File: src/design/tvld_pkg.sv
// Shared types and constants of the type/varint-length deframer.
// Used by the interfaces, the top level and the checker; depends on nothing.
package tvld_pkg;

  localparam int unsigned MaxLengthBytesDefault = 5;

  localparam int unsigned ByteW         = 8;
  localparam int unsigned RoleW         = 2;
  localparam int unsigned LenW          = 32;
  localparam int unsigned LenCntW       = 3;
  localparam int unsigned VarintDataBits = 7;
  localparam int unsigned ShiftW        = 6;

  typedef enum logic [RoleW-1:0] {
    ROLE_TYPE    = 2'd0,
    ROLE_LENGTH  = 2'd1,
    ROLE_PAYLOAD = 2'd2,
    ROLE_ERROR   = 2'd3
  } role_e;

  // The fourth code is unused and behaves like PH_TYPE.
  typedef enum logic [1:0] {
    PH_TYPE = 2'd0,
    PH_LEN  = 2'd1,
    PH_PAY  = 2'd2
  } phase_e;

  typedef struct packed {
    role_e               byte_role;
    logic [ByteW-1:0]    byte_out;
    logic [ByteW-1:0]    message_kind;
    logic [LenW-1:0]     decoded_len;
    logic [LenCntW-1:0]  length_bytes;
    logic                length_valid;
    logic                message_end;
    logic                length_error;
  } result_t;

endpackage

File: src/design/tvld_if.sv
// Valid/ready channel interfaces for the deframer: input bytes and labeled results.
// Depends on tvld_pkg for field widths.
interface tvld_byte_if;
  logic                       valid;
  logic                       ready;
  logic [tvld_pkg::ByteW-1:0] data_byte;

  modport source (output valid, output data_byte, input ready);
  modport sink   (input valid, input data_byte, output ready);
endinterface

interface tvld_result_if;
  logic                         valid;
  logic                         ready;
  logic [tvld_pkg::RoleW-1:0]   byte_role;
  logic [tvld_pkg::ByteW-1:0]   byte_out;
  logic [tvld_pkg::ByteW-1:0]   message_kind;
  logic [tvld_pkg::LenW-1:0]    decoded_len;
  logic [tvld_pkg::LenCntW-1:0] length_bytes;
  logic                         length_valid;
  logic                         message_end;
  logic                         length_error;

  modport source (output valid, output byte_role, output byte_out, output message_kind,
                  output decoded_len, output length_bytes, output length_valid,
                  output message_end, output length_error, input ready);
  modport sink   (input valid, input byte_role, input byte_out, input message_kind,
                  input decoded_len, input length_bytes, input length_valid,
                  input message_end, input length_error, output ready);
endinterface

File: src/design/type_varint_length_deframer_unit.sv
// Type / varint-length / payload deframer. Each message on the byte stream starts
// with a type byte, followed by a little-endian base-128 varint length (seven data
// bits per byte, bit 7 set while more length bytes follow), followed by exactly that
// many payload bytes. Every accepted input word produces one result word that labels
// the byte with its role and carries the message type, the length decoded so far,
// the count of length bytes, and flags for a complete length, the last byte of the
// message and an overlong varint. A zero length ends the message on its final length
// byte. A varint still continuing on its MAX_LENGTH_BYTES-th byte is flagged as an
// error and the next byte is taken as a new type byte; length bits landing above
// bit 31 are dropped. Throughput is one byte per clock while the result is not
// stalled: the phase registers are updated by a single pass of logic (one 32-bit
// shift-and-or, one decrement and compare) between the input register and the
// result register; each accepted word passes through both. The input register lets
// one more word enter while a result is stalled at the output.
// Depends on tvld_pkg and the channel interfaces in tvld_if.sv.
module type_varint_length_deframer_unit #(
  parameter int unsigned MAX_LENGTH_BYTES = tvld_pkg::MaxLengthBytesDefault
) (
  input  logic                 clk_i,
  input  logic                 rst_ni,
  tvld_byte_if.sink            byte_i,
  tvld_result_if.source        result_o
);

  localparam logic [tvld_pkg::LenCntW-1:0] MaxCnt =
    tvld_pkg::LenCntW'(MAX_LENGTH_BYTES);

  // Input register.
  logic                       in_valid_q;
  logic [tvld_pkg::ByteW-1:0] in_byte_q;

  // Result register.
  logic                       out_valid_q;
  tvld_pkg::result_t          res_q, res_d;

  // Message state.
  tvld_pkg::phase_e             phase_q, phase_d;
  logic [tvld_pkg::ByteW-1:0]   held_type_q, held_type_d;
  logic [tvld_pkg::LenW-1:0]    length_accum_q, length_accum_d;
  logic [tvld_pkg::LenCntW-1:0] length_count_q, length_count_d;
  logic [tvld_pkg::LenW-1:0]    bytes_remaining_q, bytes_remaining_d;

  logic advance;
  logic fire;

  // The result register can take a new word when it is empty or being drained.
  // The input register in turn refills whenever its word moves on.
  assign advance      = !out_valid_q || result_o.ready;
  assign fire         = in_valid_q && advance;
  assign byte_i.ready = !in_valid_q || advance;

  // Shared datapath terms for the current byte.
  logic [tvld_pkg::ShiftW-1:0]  shift_amt;
  logic [tvld_pkg::LenW-1:0]    len_merge;
  logic [tvld_pkg::LenCntW-1:0] cnt_inc;
  logic [tvld_pkg::LenW-1:0]    rem_dec;
  logic                         cont_bit;

  // Each length byte lands seven bits higher than the one before. A shift that
  // reaches past bit 31 leaves nothing, which is the wrap modulo 2^32.
  assign shift_amt = tvld_pkg::ShiftW'(length_count_q) *
                     tvld_pkg::ShiftW'(tvld_pkg::VarintDataBits);
  assign len_merge = length_accum_q |
                     (tvld_pkg::LenW'(in_byte_q[tvld_pkg::VarintDataBits-1:0]) << shift_amt);
  assign cnt_inc   = length_count_q + tvld_pkg::LenCntW'(1);
  assign rem_dec   = bytes_remaining_q - tvld_pkg::LenW'(1);
  assign cont_bit  = in_byte_q[tvld_pkg::ByteW-1];

  // Next-state logic of the message phase and its bookkeeping.
  always_comb begin
    phase_d           = phase_q;
    held_type_d       = held_type_q;
    length_accum_d    = length_accum_q;
    length_count_d    = length_count_q;
    bytes_remaining_d = bytes_remaining_q;
    case (phase_q)
      tvld_pkg::PH_LEN: begin
        length_accum_d = len_merge;
        length_count_d = cnt_inc;
        if (!cont_bit) begin
          if (len_merge == '0) begin
            phase_d = tvld_pkg::PH_TYPE;
          end else begin
            bytes_remaining_d = len_merge;
            phase_d           = tvld_pkg::PH_PAY;
          end
        end else if (cnt_inc >= MaxCnt) begin
          phase_d = tvld_pkg::PH_TYPE;
        end
      end
      tvld_pkg::PH_PAY: begin
        bytes_remaining_d = rem_dec;
        if (rem_dec == '0) begin
          phase_d = tvld_pkg::PH_TYPE;
        end
      end
      default: begin
        // Type byte; the unused phase code lands here as well.
        held_type_d       = in_byte_q;
        length_accum_d    = '0;
        length_count_d    = '0;
        bytes_remaining_d = '0;
        phase_d           = tvld_pkg::PH_LEN;
      end
    endcase
  end

  // Result word for the current byte.
  always_comb begin
    res_d.byte_role      = tvld_pkg::ROLE_TYPE;
    res_d.byte_out       = in_byte_q;
    res_d.message_kind   = held_type_q;
    res_d.decoded_len    = len_merge;
    res_d.length_bytes   = cnt_inc;
    res_d.length_valid   = 1'b0;
    res_d.message_end    = 1'b0;
    res_d.length_error   = 1'b0;
    case (phase_q)
      tvld_pkg::PH_LEN: begin
        if (!cont_bit) begin
          res_d.byte_role    = tvld_pkg::ROLE_LENGTH;
          res_d.length_valid = 1'b1;
          res_d.message_end  = (len_merge == '0);
        end else if (cnt_inc >= MaxCnt) begin
          res_d.byte_role    = tvld_pkg::ROLE_ERROR;
          res_d.message_end  = 1'b1;
          res_d.length_error = 1'b1;
        end else begin
          res_d.byte_role = tvld_pkg::ROLE_LENGTH;
        end
      end
      tvld_pkg::PH_PAY: begin
        res_d.byte_role      = tvld_pkg::ROLE_PAYLOAD;
        res_d.decoded_len    = length_accum_q;
        res_d.length_bytes   = length_count_q;
        res_d.length_valid   = 1'b1;
        res_d.message_end    = (rem_dec == '0);
      end
      default: begin
        // A type byte reports its own value as the message type.
        res_d.message_kind   = in_byte_q;
        res_d.decoded_len    = '0;
        res_d.length_bytes   = '0;
      end
    endcase
  end

  // Control registers.
  always_ff @(posedge clk_i or negedge rst_ni) begin
    if (!rst_ni) begin
      in_valid_q        <= 1'b0;
      out_valid_q       <= 1'b0;
      phase_q           <= tvld_pkg::PH_TYPE;
      held_type_q       <= '0;
      length_accum_q    <= '0;
      length_count_q    <= '0;
      bytes_remaining_q <= '0;
    end else begin
      if (byte_i.ready) begin
        in_valid_q <= byte_i.valid;
      end
      if (advance) begin
        out_valid_q <= in_valid_q;
      end
      if (fire) begin
        phase_q           <= phase_d;
        held_type_q       <= held_type_d;
        length_accum_q    <= length_accum_d;
        length_count_q    <= length_count_d;
        bytes_remaining_q <= bytes_remaining_d;
      end
    end
  end

  // Payload registers carry no reset.
  always_ff @(posedge clk_i) begin
    if (byte_i.valid && byte_i.ready) begin
      in_byte_q <= byte_i.data_byte;
    end
    if (fire) begin
      res_q <= res_d;
    end
  end

  assign result_o.valid          = out_valid_q;
  assign result_o.byte_role      = res_q.byte_role;
  assign result_o.byte_out       = res_q.byte_out;
  assign result_o.message_kind   = res_q.message_kind;
  assign result_o.decoded_len    = res_q.decoded_len;
  assign result_o.length_bytes   = res_q.length_bytes;
  assign result_o.length_valid   = res_q.length_valid;
  assign result_o.message_end    = res_q.message_end;
  assign result_o.length_error   = res_q.length_error;

endmodule

File: src/flat_wrapper.sv
// flat-port wrapper written by rule: the top's interface ports become plain ports
module type_varint_length_deframer_unit_flat 
#(
  parameter int unsigned MAX_LENGTH_BYTES = tvld_pkg::MaxLengthBytesDefault
)
  (clk_i, rst_ni, byte_i_valid, byte_i_data_byte, byte_i_ready, result_o_valid, result_o_byte_role, result_o_byte_out, result_o_message_kind, result_o_decoded_len, result_o_length_bytes, result_o_length_valid, result_o_message_end, result_o_length_error, result_o_ready);
  tvld_byte_if byte_i_i ();
  tvld_result_if result_o_i ();
  input  logic clk_i;
  input  logic rst_ni;
  input wire logic [$bits(byte_i_i.valid)-1:0] byte_i_valid;
  input wire logic [$bits(byte_i_i.data_byte)-1:0] byte_i_data_byte;
  output wire logic [$bits(byte_i_i.ready)-1:0] byte_i_ready;
  output wire logic [$bits(result_o_i.valid)-1:0] result_o_valid;
  output wire logic [$bits(result_o_i.byte_role)-1:0] result_o_byte_role;
  output wire logic [$bits(result_o_i.byte_out)-1:0] result_o_byte_out;
  output wire logic [$bits(result_o_i.message_kind)-1:0] result_o_message_kind;
  output wire logic [$bits(result_o_i.decoded_len)-1:0] result_o_decoded_len;
  output wire logic [$bits(result_o_i.length_bytes)-1:0] result_o_length_bytes;
  output wire logic [$bits(result_o_i.length_valid)-1:0] result_o_length_valid;
  output wire logic [$bits(result_o_i.message_end)-1:0] result_o_message_end;
  output wire logic [$bits(result_o_i.length_error)-1:0] result_o_length_error;
  input wire logic [$bits(result_o_i.ready)-1:0] result_o_ready;
  assign byte_i_i.valid = byte_i_valid;
  assign byte_i_i.data_byte = byte_i_data_byte;
  assign byte_i_ready = byte_i_i.ready;
  assign result_o_valid = result_o_i.valid;
  assign result_o_byte_role = result_o_i.byte_role;
  assign result_o_byte_out = result_o_i.byte_out;
  assign result_o_message_kind = result_o_i.message_kind;
  assign result_o_decoded_len = result_o_i.decoded_len;
  assign result_o_length_bytes = result_o_i.length_bytes;
  assign result_o_length_valid = result_o_i.length_valid;
  assign result_o_message_end = result_o_i.message_end;
  assign result_o_length_error = result_o_i.length_error;
  assign result_o_i.ready = result_o_ready;
  type_varint_length_deframer_unit #(.MAX_LENGTH_BYTES(MAX_LENGTH_BYTES)) u_core (.clk_i(clk_i), .rst_ni(rst_ni), .byte_i(byte_i_i), .result_o(result_o_i));
endmodule
File: config.mk
export PLATFORM = sky130hd
export DESIGN_NAME = type_varint_length_deframer_unit_flat
export DESIGN_NICKNAME = d
export VERILOG_FILES = /design/src/design/tvld_pkg.sv /design/src/design/tvld_if.sv /design/src/design/type_varint_length_deframer_unit.sv /design/src/flat_wrapper.sv
export SDC_FILE = /design/constraint.sdc
export NUM_CORES = 1
export LEC_CHECK = 0
export ABC_AREA = 0
export BUFFER_PORTS_ARGS = -buffer_cell sky130_fd_sc_hd__buf_2
export CAP_MARGIN = 0
export CORE_MARGIN = 2
export CORE_UTILIZATION = 30
export DETAILED_ROUTE_END_ITERATION = 6
export HOLD_SLACK_MARGIN = 0.02
export PLACE_DENSITY = 0.55
export SYNTH_ARGS = -nofsm -noshare
export SYNTH_HDL_FRONTEND = slang
export SYNTH_SLANG_ARGS = --single-unit
export TNS_END_PERCENT = 5
File: constraint.sdc
create_clock -name clk_i -period 4.05 [get_ports clk_i]
set_clock_uncertainty 0.15 [all_clocks]
set_input_delay 0 -clock clk_i [delete_from_list [all_inputs] [get_ports clk_i]]
set_output_delay 0 -clock clk_i [all_outputs]
set_load 0.05 [all_outputs]
==> results of run 1 <==
[cell type report]
| type | count | area [um2] |
|---|---|---|
| inverter | 14 | 52.6 |
| tap | 319 | 399 |
| clock inverter | 14 | 154 |
| multi-input combinational | 478 | 2900 |
| timing repair buffer | 108 | 676 |
| sequential | 143 | 3900 |
| clock buffer | 18 | 450 |
| fill | 2395 | 14700 |
[path summary, 6_finish.rpt]
check,start,to,depth (start not counted)
max,u_core.bytes_remaining_q[0],u_core.phase_q[0],9
max reg2reg,u_core.bytes_remaining_q[0],u_core.phase_q[0],9
min reg2reg,u_core.in_valid_q,u_core.result_o.valid,1
max in group asynchronous,rst_ni,u_core.held_type_q[5],4
min in group asynchronous,rst_ni,u_core.bytes_remaining_q[0],3
min,byte_i_data_byte[2],u_core.in_byte_q[2],2
[cell families after synthesis]
logic type	Yosys count
multiplexers	22
adder cells (fa/ha/maj)	6
flip-flops	143
AO/OA/AOI/OAI	236
buffers and inverters	62
AND/OR/NAND/NOR	206
XOR/XNOR	8
[Yosys cell counts (7+ instances only)]
| cell | n |
|---|---|
| a31oi_1 | 32 |
| edfxtp_1 | 64 |
| o21ai_0 | 68 |
| inv_1 | 13 |
| nand2b_1 | 10 |
| a32o_1 | 7 |
| nor2_1 | 68 |
| or4_1 | 8 |
| a21oi_1 | 66 |
| o31ai_1 | 14 |
| clkbuf_1 | 41 |
| a21o_1 | 16 |
| nor4_1 | 14 |
| mux2_2 | 22 |
| nor3_1 | 15 |
| dfrtp_1 | 79 |
| nand2_1 | 48 |
[worst max-delay path: stages, from the launching register on]
cell and delay, ns:
dfrtp_1 0.48, inv_1 0.09, ha_1 0.29, nor3b_1 0.53, nand3_1 0.41, o31ai_1 0.33, nand4_1 0.18, o41ai_2 0.45
o211ai_1 0.19, mux2_2 0.31
[cells in the final DEF, fill, tap and decap left out, drive strengths merged, types with 3 or more instances in the layout]
| cell | Yosys | final |
|---|---|---|
| nor3b | 4 | 4 |
| o21a | 3 | 3 |
| a31oi | 32 | 32 |
| nand4 | 5 | 5 |
| nor4 | 16 | 16 |
| nand2 | 48 | 48 |
| o31ai | 14 | 14 |
| or2 | 3 | 3 |
| a21o | 16 | 16 |
| nor4bb | 4 | 4 |
| a22o | 5 | 5 |
| o21ai | 68 | 68 |
| nand3 | 6 | 6 |
| clkbuf | 41 | 18 |
| dfrtp | 79 | 79 |
| a2111oi | 5 | 5 |
| buf | 7 | 94 |
| or4 | 9 | 9 |
| or3 | 6 | 6 |
| o32a | 4 | 4 |
| nor2b | 3 | 3 |
| a32o | 7 | 7 |
| inv | 13 | 18 |
| o22ai | 3 | 3 |
| a21oi | 66 | 66 |
| mux2 | 22 | 22 |
| xnor2 | 6 | 6 |
| clkinv | 1 | 5 |
| dlygate4sd3 | 0 | 14 |
| nor3 | 16 | 16 |
| edfxtp | 64 | 64 |
| clkinvlp | 0 | 3 |
| ha | 6 | 6 |
| nor2 | 68 | 68 |
| nand2b | 10 | 10 |
[sequential cells by signal (all words and copies together) (netlist names), 3 cells and up]
register,cells
u_core.in_byte_q,8
u_core.result_o.length_bytes,3
u_core.length_count_q,3
u_core.length_accum_q,32
u_core.held_type_q,8
u_core.result_o.message_kind,8
u_core.result_o.byte_out,8
u_core.bytes_remaining_q,32
u_core.result_o.decoded_len,32
[where the power goes]
group | internal [mW] | leakage [nW] | switching [mW] | total (mW)
sequential | 1.92 | 1.69 | 0.386 | 2.31
combinational | 1.11 | 1.55 | 2.28 | 3.39
clock | 0.951 | 0.289 | 0.670 | 1.62
[through the flow]
step	hold WS (ns)	utilization, %	total power, mW	worst slack (ns)	cell area (um2)
after CTS	0.113	36.7	7.29	0.523	8530
after floorplan	-0.446	-	4.66	0.457	7030
after global routing	0.124	36.7	7.73	0.279	8530
final	0.133	36.7	7.32	0.505	8530
after global placement	-0.0790	33.5	5.62	0.493	7790
after detailed placement	-0.0830	33.5	5.64	0.551	7790
[metal layers]
layer	track usage, %	share of wire, %	up-vias
li1	-	-	2725
met1	25.3	46	2938
met2	28.7	46	226
met3	3.19	5.7	38
met4	7.06	2.1	0
met5	0	0	-
[repair_timing]
item | 4_1_cts | 5_1_grt
setup endpoints to repair | 0 | 0
hold buffers | 14 | 0
hold endpoints to repair | 61 | 0
==> summary.txt, run 1 <==
Status
  • Status: finished clean

Synthesis
  • Synth Instances: 683
  • Synth top area share: 28.1%
  • Seq/Total Area, Yosys: 55.4%
  • Largest family of logic cells by synthesized area: compound AO/OA/AOI/OAI gates
  • Top FF cell, synth: dfrtp_1
  • Mean Syn Cell Area: 10.3 um2
  • Xor and xnor area share after synthesis: 0.996%
  • Syn_nets: 701
  • Ys Warns: 0
  • Synth Register Bits: 143
  • Post-synthesis mux area share: 3.52%
  • Biggest area consumer among synthesized cells: dfrtp_1
  • Synth Area in Simple Gates: 14.9%
  • Fraction of the mapped netlist area in compound gates: 20.7%
  • Netlist Area Pre-Place: 7030 um2
  • Yosys cell types: 56
  • Number of synthesized flops with an enable pin: 64
  • Adder-cell area share of the yosys netlist: 1.07%
  • Asr flop ratio synth: 55.2%
  • Synth area leaders: dfrtp_1 28%, edfxtp_1 27%, o21ai_0 4.8%, a21oi_1 4.7%, nor2_1 3.6%

Cells and area
  • Area grow syn2layout: 21.3%
  • Final cell count without fillers: 1,094
  • Antenna fix cells: 0
  • NumNets Final: 780
  • Layout cells sized above 1: 20.8%

Route
  • 1st-iter DRT viols: 545
  • DRC viols: 0
  • WL per Instance: 19.9 um
  • Routed WL: 21.8 mm
  • First drt pass iteration count: 5
  • Final ANT Viol Nets: 0
  • Vias: 5,927
  • Vias per std cell: 5.42

Floorplan
  • Die Area: 24,700 um2
  • Initial core utilization: 30.2%
  • Die X-Extent: 157 um
  • Io pins: 70
  • Core Box Area: 23,300 um2
  • FP Rows: 56
  • DIE HEIGHT: 157 um

Timing
  • Final setup TNS: 0 ns
  • RSZ-0062 raised after global routing: no
  • Finish-stage setup viols: 0
  • Fin crit share: 87.5%
  • Worst-margin pin slew: 0.801 ns
  • Final hold vios: 0
  • Rel. slew slack: 46.2%
  • Crit path time final: 3.55 ns
  • Pins Over Slew Limit: 0
  • Max Freq: 282 MHz

Placed design
  • HPWL Detailed: 14.3 mm
  • Port bufs: 69
  • Placed instance count: 1,048
  • Placer Congestion: 0.839

Clock network
  • Clock slew at reported path FFs: 0.06 ns
  • CTS tree: yes
  • H-tree levels: 4
  • # clock sinks: 143
  • Deepest clock path buffer count: 2
  • CTS Buf Count: 17
  • Cts repair resizes: 0
  • Clk Latency, worst-skew pair: 0.43 ns
  • Post CTS Setup Buffer Count: 0
  • Clock Tree Root: clkbuf_16

Global routing
  • GR Util All Layers: 18.3%
  • Vias in the first global route: 5,832
  • Largest net degree at the start of global routing: 39
  • First-pass GRT wire length: 34.0 mm
  • Grt ovf: 0
  • Initial antenna violation count: 0

Critical path
  • Kind of critical path: flop to flop
  • CP Data Required Time: 4.21 ns
  • Startpoint class of the critical path: flop
  • Critical Path End Type: flop
  • CP arrival: 3.71 ns
  • R2R Setup Slk: 0.50 ns
  • Worst-path fanout max: 9

Power
  • Peak supply drop: 385 uV
  • Power Density: 858 nW/um2
  • Leakage power: 3.53 nW

Hold path
  • Worst Hold Class: input port to flop

Job
  • Max_cap viols: 0
(Power assumes the default switching activity.)
==> inputs of run 2 (changes only) <==
--- a/config.mk
+++ b/config.mk
@@ -6,13 +6,14 @@
 export NUM_CORES = 1
 export LEC_CHECK = 0
 export ABC_AREA = 0
-export BUFFER_PORTS_ARGS = -buffer_cell sky130_fd_sc_hd__buf_2
+export BUFFER_PORTS_ARGS = -buffer_cell sky130_fd_sc_hd__buf_4
 export CAP_MARGIN = 0
 export CORE_MARGIN = 2
-export CORE_UTILIZATION = 30
+export CORE_UTILIZATION = 49
 export DETAILED_ROUTE_END_ITERATION = 6
 export HOLD_SLACK_MARGIN = 0.02
-export PLACE_DENSITY = 0.55
+export PLACE_DENSITY = 0.77
+export REMOVE_ABC_BUFFERS = 1
 export SYNTH_ARGS = -nofsm -noshare
 export SYNTH_HDL_FRONTEND = slang
 export SYNTH_SLANG_ARGS = --single-unit
==> summary.txt, run 2 (synthesis results as in run 1) <==
Status
  • Status: finished clean

Clock network
  • Deepest clock path buffer count: 2 (unchanged)
  • Cts repair resizes: 0 (unchanged)
  • # clock sinks: 143 (unchanged)
  • Clk Latency, worst-skew pair: 0.43 ns (about the same)
  • Clock slew at reported path FFs: 0.06 ns (about the same)
  • CTS tree: yes
  • Clock Tree Root: clkbuf_16
  • CTS Buf Count: 17 (unchanged)
  • H-tree levels: 4 (unchanged)

Power
  • Leakage power: 3.52 nW (-0.13%)
  • Power Density: 853 nW/um2 (-0.66%)
  • Peak supply drop: 348 uV (-9.6%)

Timing
  • Max Freq: 281 MHz (-0.43%)
  • Pins Over Slew Limit: 0 (unchanged)
  • Crit path time final: 3.56 ns (+0.0154 ns)
  • RSZ-0062 raised after global routing: no
  • Final hold vios: 0 (unchanged)
  • Finish-stage setup viols: 0 (unchanged)
  • Setup WS post-layout: 0.489 ns (-0.0154 ns)
  • Fin crit share: 87.9% (+0.38 points)
  • Worst-margin pin slew: 1.14 ns (+0.335 ns)
  • Rel. slew slack: 23.7% (-23 points)

Route
  • Vias: 6,054 (+2.1%)
  • Routed WL: 20.0 mm (-8.0%)
  • WL per Instance: 21.2 um (+6.3%)
  • 1st-iter DRT viols: 688 (+26%)
  • Vias per std cell: 6.39 (+18%)
  • First drt pass iteration count: 5 (unchanged)
  • Final ANT Viol Nets: 0 (unchanged)
  • DRC viols: 0 (unchanged)

Global routing
  • Initial antenna violation count: 0 (unchanged)
  • Vias in the first global route: 5,738 (-1.6%)
  • Largest net degree at the start of global routing: 81 (+110%)
  • GR Util All Layers: 27.8% (+9.6 points)
  • Grt ovf: 0 (unchanged)
  • First-pass GRT wire length: 31.8 mm (-6.6%)

Placed design
  • HPWL Detailed: 13.1 mm (-8.4%)
  • Setup slack at placement: 0.532 ns (-0.0189 ns)
  • Port bufs: 69 (unchanged)
  • Area after DPL: 7750 um2 (-0.53%)
  • Placer Congestion: 0.979 (+17%)

Cells and area
  • Final Cell Area: 8420 um2 (-1.3%)
  • Layout fillers: 1,173 (-51%)
  • NumNets Final: 772 (-1.0%)
  • Antenna fix cells: 0 (unchanged)
  • Area grow syn2layout: 19.7%
  • Commonest non-fill, non-tap cell in the layout: buf_4
  • Commonest non-fill, non-tap cells in the layout: 87 x buf_4, 79 x dfrtp_1, 68 x nor2_1, 68 x o21ai_0, 66 x a21oi_1
  • Layout cells sized above 1: 20.1% (-0.70 points)

Floorplan
  • Initial core utilization: 50.5% (+20 points)
  • Io pins: 70 (unchanged)
  • DIE HEIGHT: 124 um (-21%)
  • Die X-Extent: 124 um (-21%)
  • FP Rows: 43 (-23%)
  • Die Area: 15,300 um2 (-38%)
  • Core Box Area: 13,900 um2 (-40%)

Critical path
  • CP Data Required Time: 4.21 ns (about the same)
  • Kind of critical path: flop to flop
  • Cells along the critical path: inv_1 > ha_1 > or4b_2 > nor4_1 > xnor2_1 > nand4_1 > o41ai_2 > o211ai_1 > mux2_2
  • Critical Path End Type: flop
  • Startpoint class of the critical path: flop
  • Slowest Stage Delay on Critical Path: 0.67 ns (+0.14 ns)
  • Worst path top cell family by delay: simple AND/OR/NAND/NOR gates
  • CP max-delay cell: or4b_2
  • CP bufs+invs: 1 (unchanged)
  • CP arrival: 3.72 ns (about the same)
  • Worst-path fanout max: 7 (-2)

Job
  • Max_cap viols: 0 (unchanged)

Hold path
  • Worst Hold Class: input port to flop
## run 2: cell count changes in the layout (fill, tap and decap cells not counted), moves of 2 or more
cell,delta
dlygate4sd3_1,-2
buf_4,+61
bufinv_16,-2
buf_2,-68
clkbuf_8,+2
## run 2: repair_timing
action,4_1_cts,5_1_grt
hold buffers,12,0
endpoints found under the hold margin,97,0
setup buffers,0,0
## run 2: final timing paths
kind / startpoint / to / slack (ns) / cells past startpoint
min: byte_i_data_byte[3] / u_core.in_byte_q[3] / 0.14 / 2
max: u_core.bytes_remaining_q[1] / u_core.phase_q[0] / 0.49 / 9
max in group asynchronous: rst_ni / u_core.length_count_q[2] / 2.91 / 2
max reg2reg: u_core.bytes_remaining_q[1] / u_core.phase_q[0] / 0.49 / 9
min in group asynchronous: rst_ni / u_core.bytes_remaining_q[1] / 0.15 / 2
min reg2reg: u_core.in_valid_q / u_core.result_o.valid / 0.34 / 1
## run 2: stage by stage
stage	util, %	setup TNS (ns)	power [mW]	hold WS (ns)	std cells
finish	60.4	0	7.18	0.137	947
global route	60.4	0	7.59	0.138	947
CTS	60.4	0	7.13	0.126	947
detailed placement	55.6	0	5.65	0.0295	903
global placement	55.6	0	5.58	0.0291	903
floorplan	-	-9.61	4.58	-0.446	635
## run 2: final cells by class
type | count | area [um2] | area share [%]
Clock buffer | 19 | 453 | 5.38
Clock inverter | 13 | 103 | 1.22
Inverter | 14 | 52.6 | 0.624
Multi-Input combinational cell | 478 | 2900 | 34.4
Sequential cell | 143 | 3900 | 46.3
Tap cell | 180 | 225 | 2.67
Timing Repair Buffer | 100 | 793 | 9.42
## run 2: routing by layer
layer / track usage, % / vias up / part of all wire [%]
li1: - / 2714 / -
met1: 38.7 / 2985 / 42
met2: 42.8 / 302 / 47
met3: 4.67 / 53 / 7.2
met4: 13.1 / 0 / 3.4
met5: 0 / - / 0
## run 2: where the power goes
part           switching, mW  internal, mW  total [mW]
clock network          0.634         0.823        1.46
registers              0.381          1.92        2.30
logic                   2.25          1.17        3.42
total                   3.26          3.92        7.18
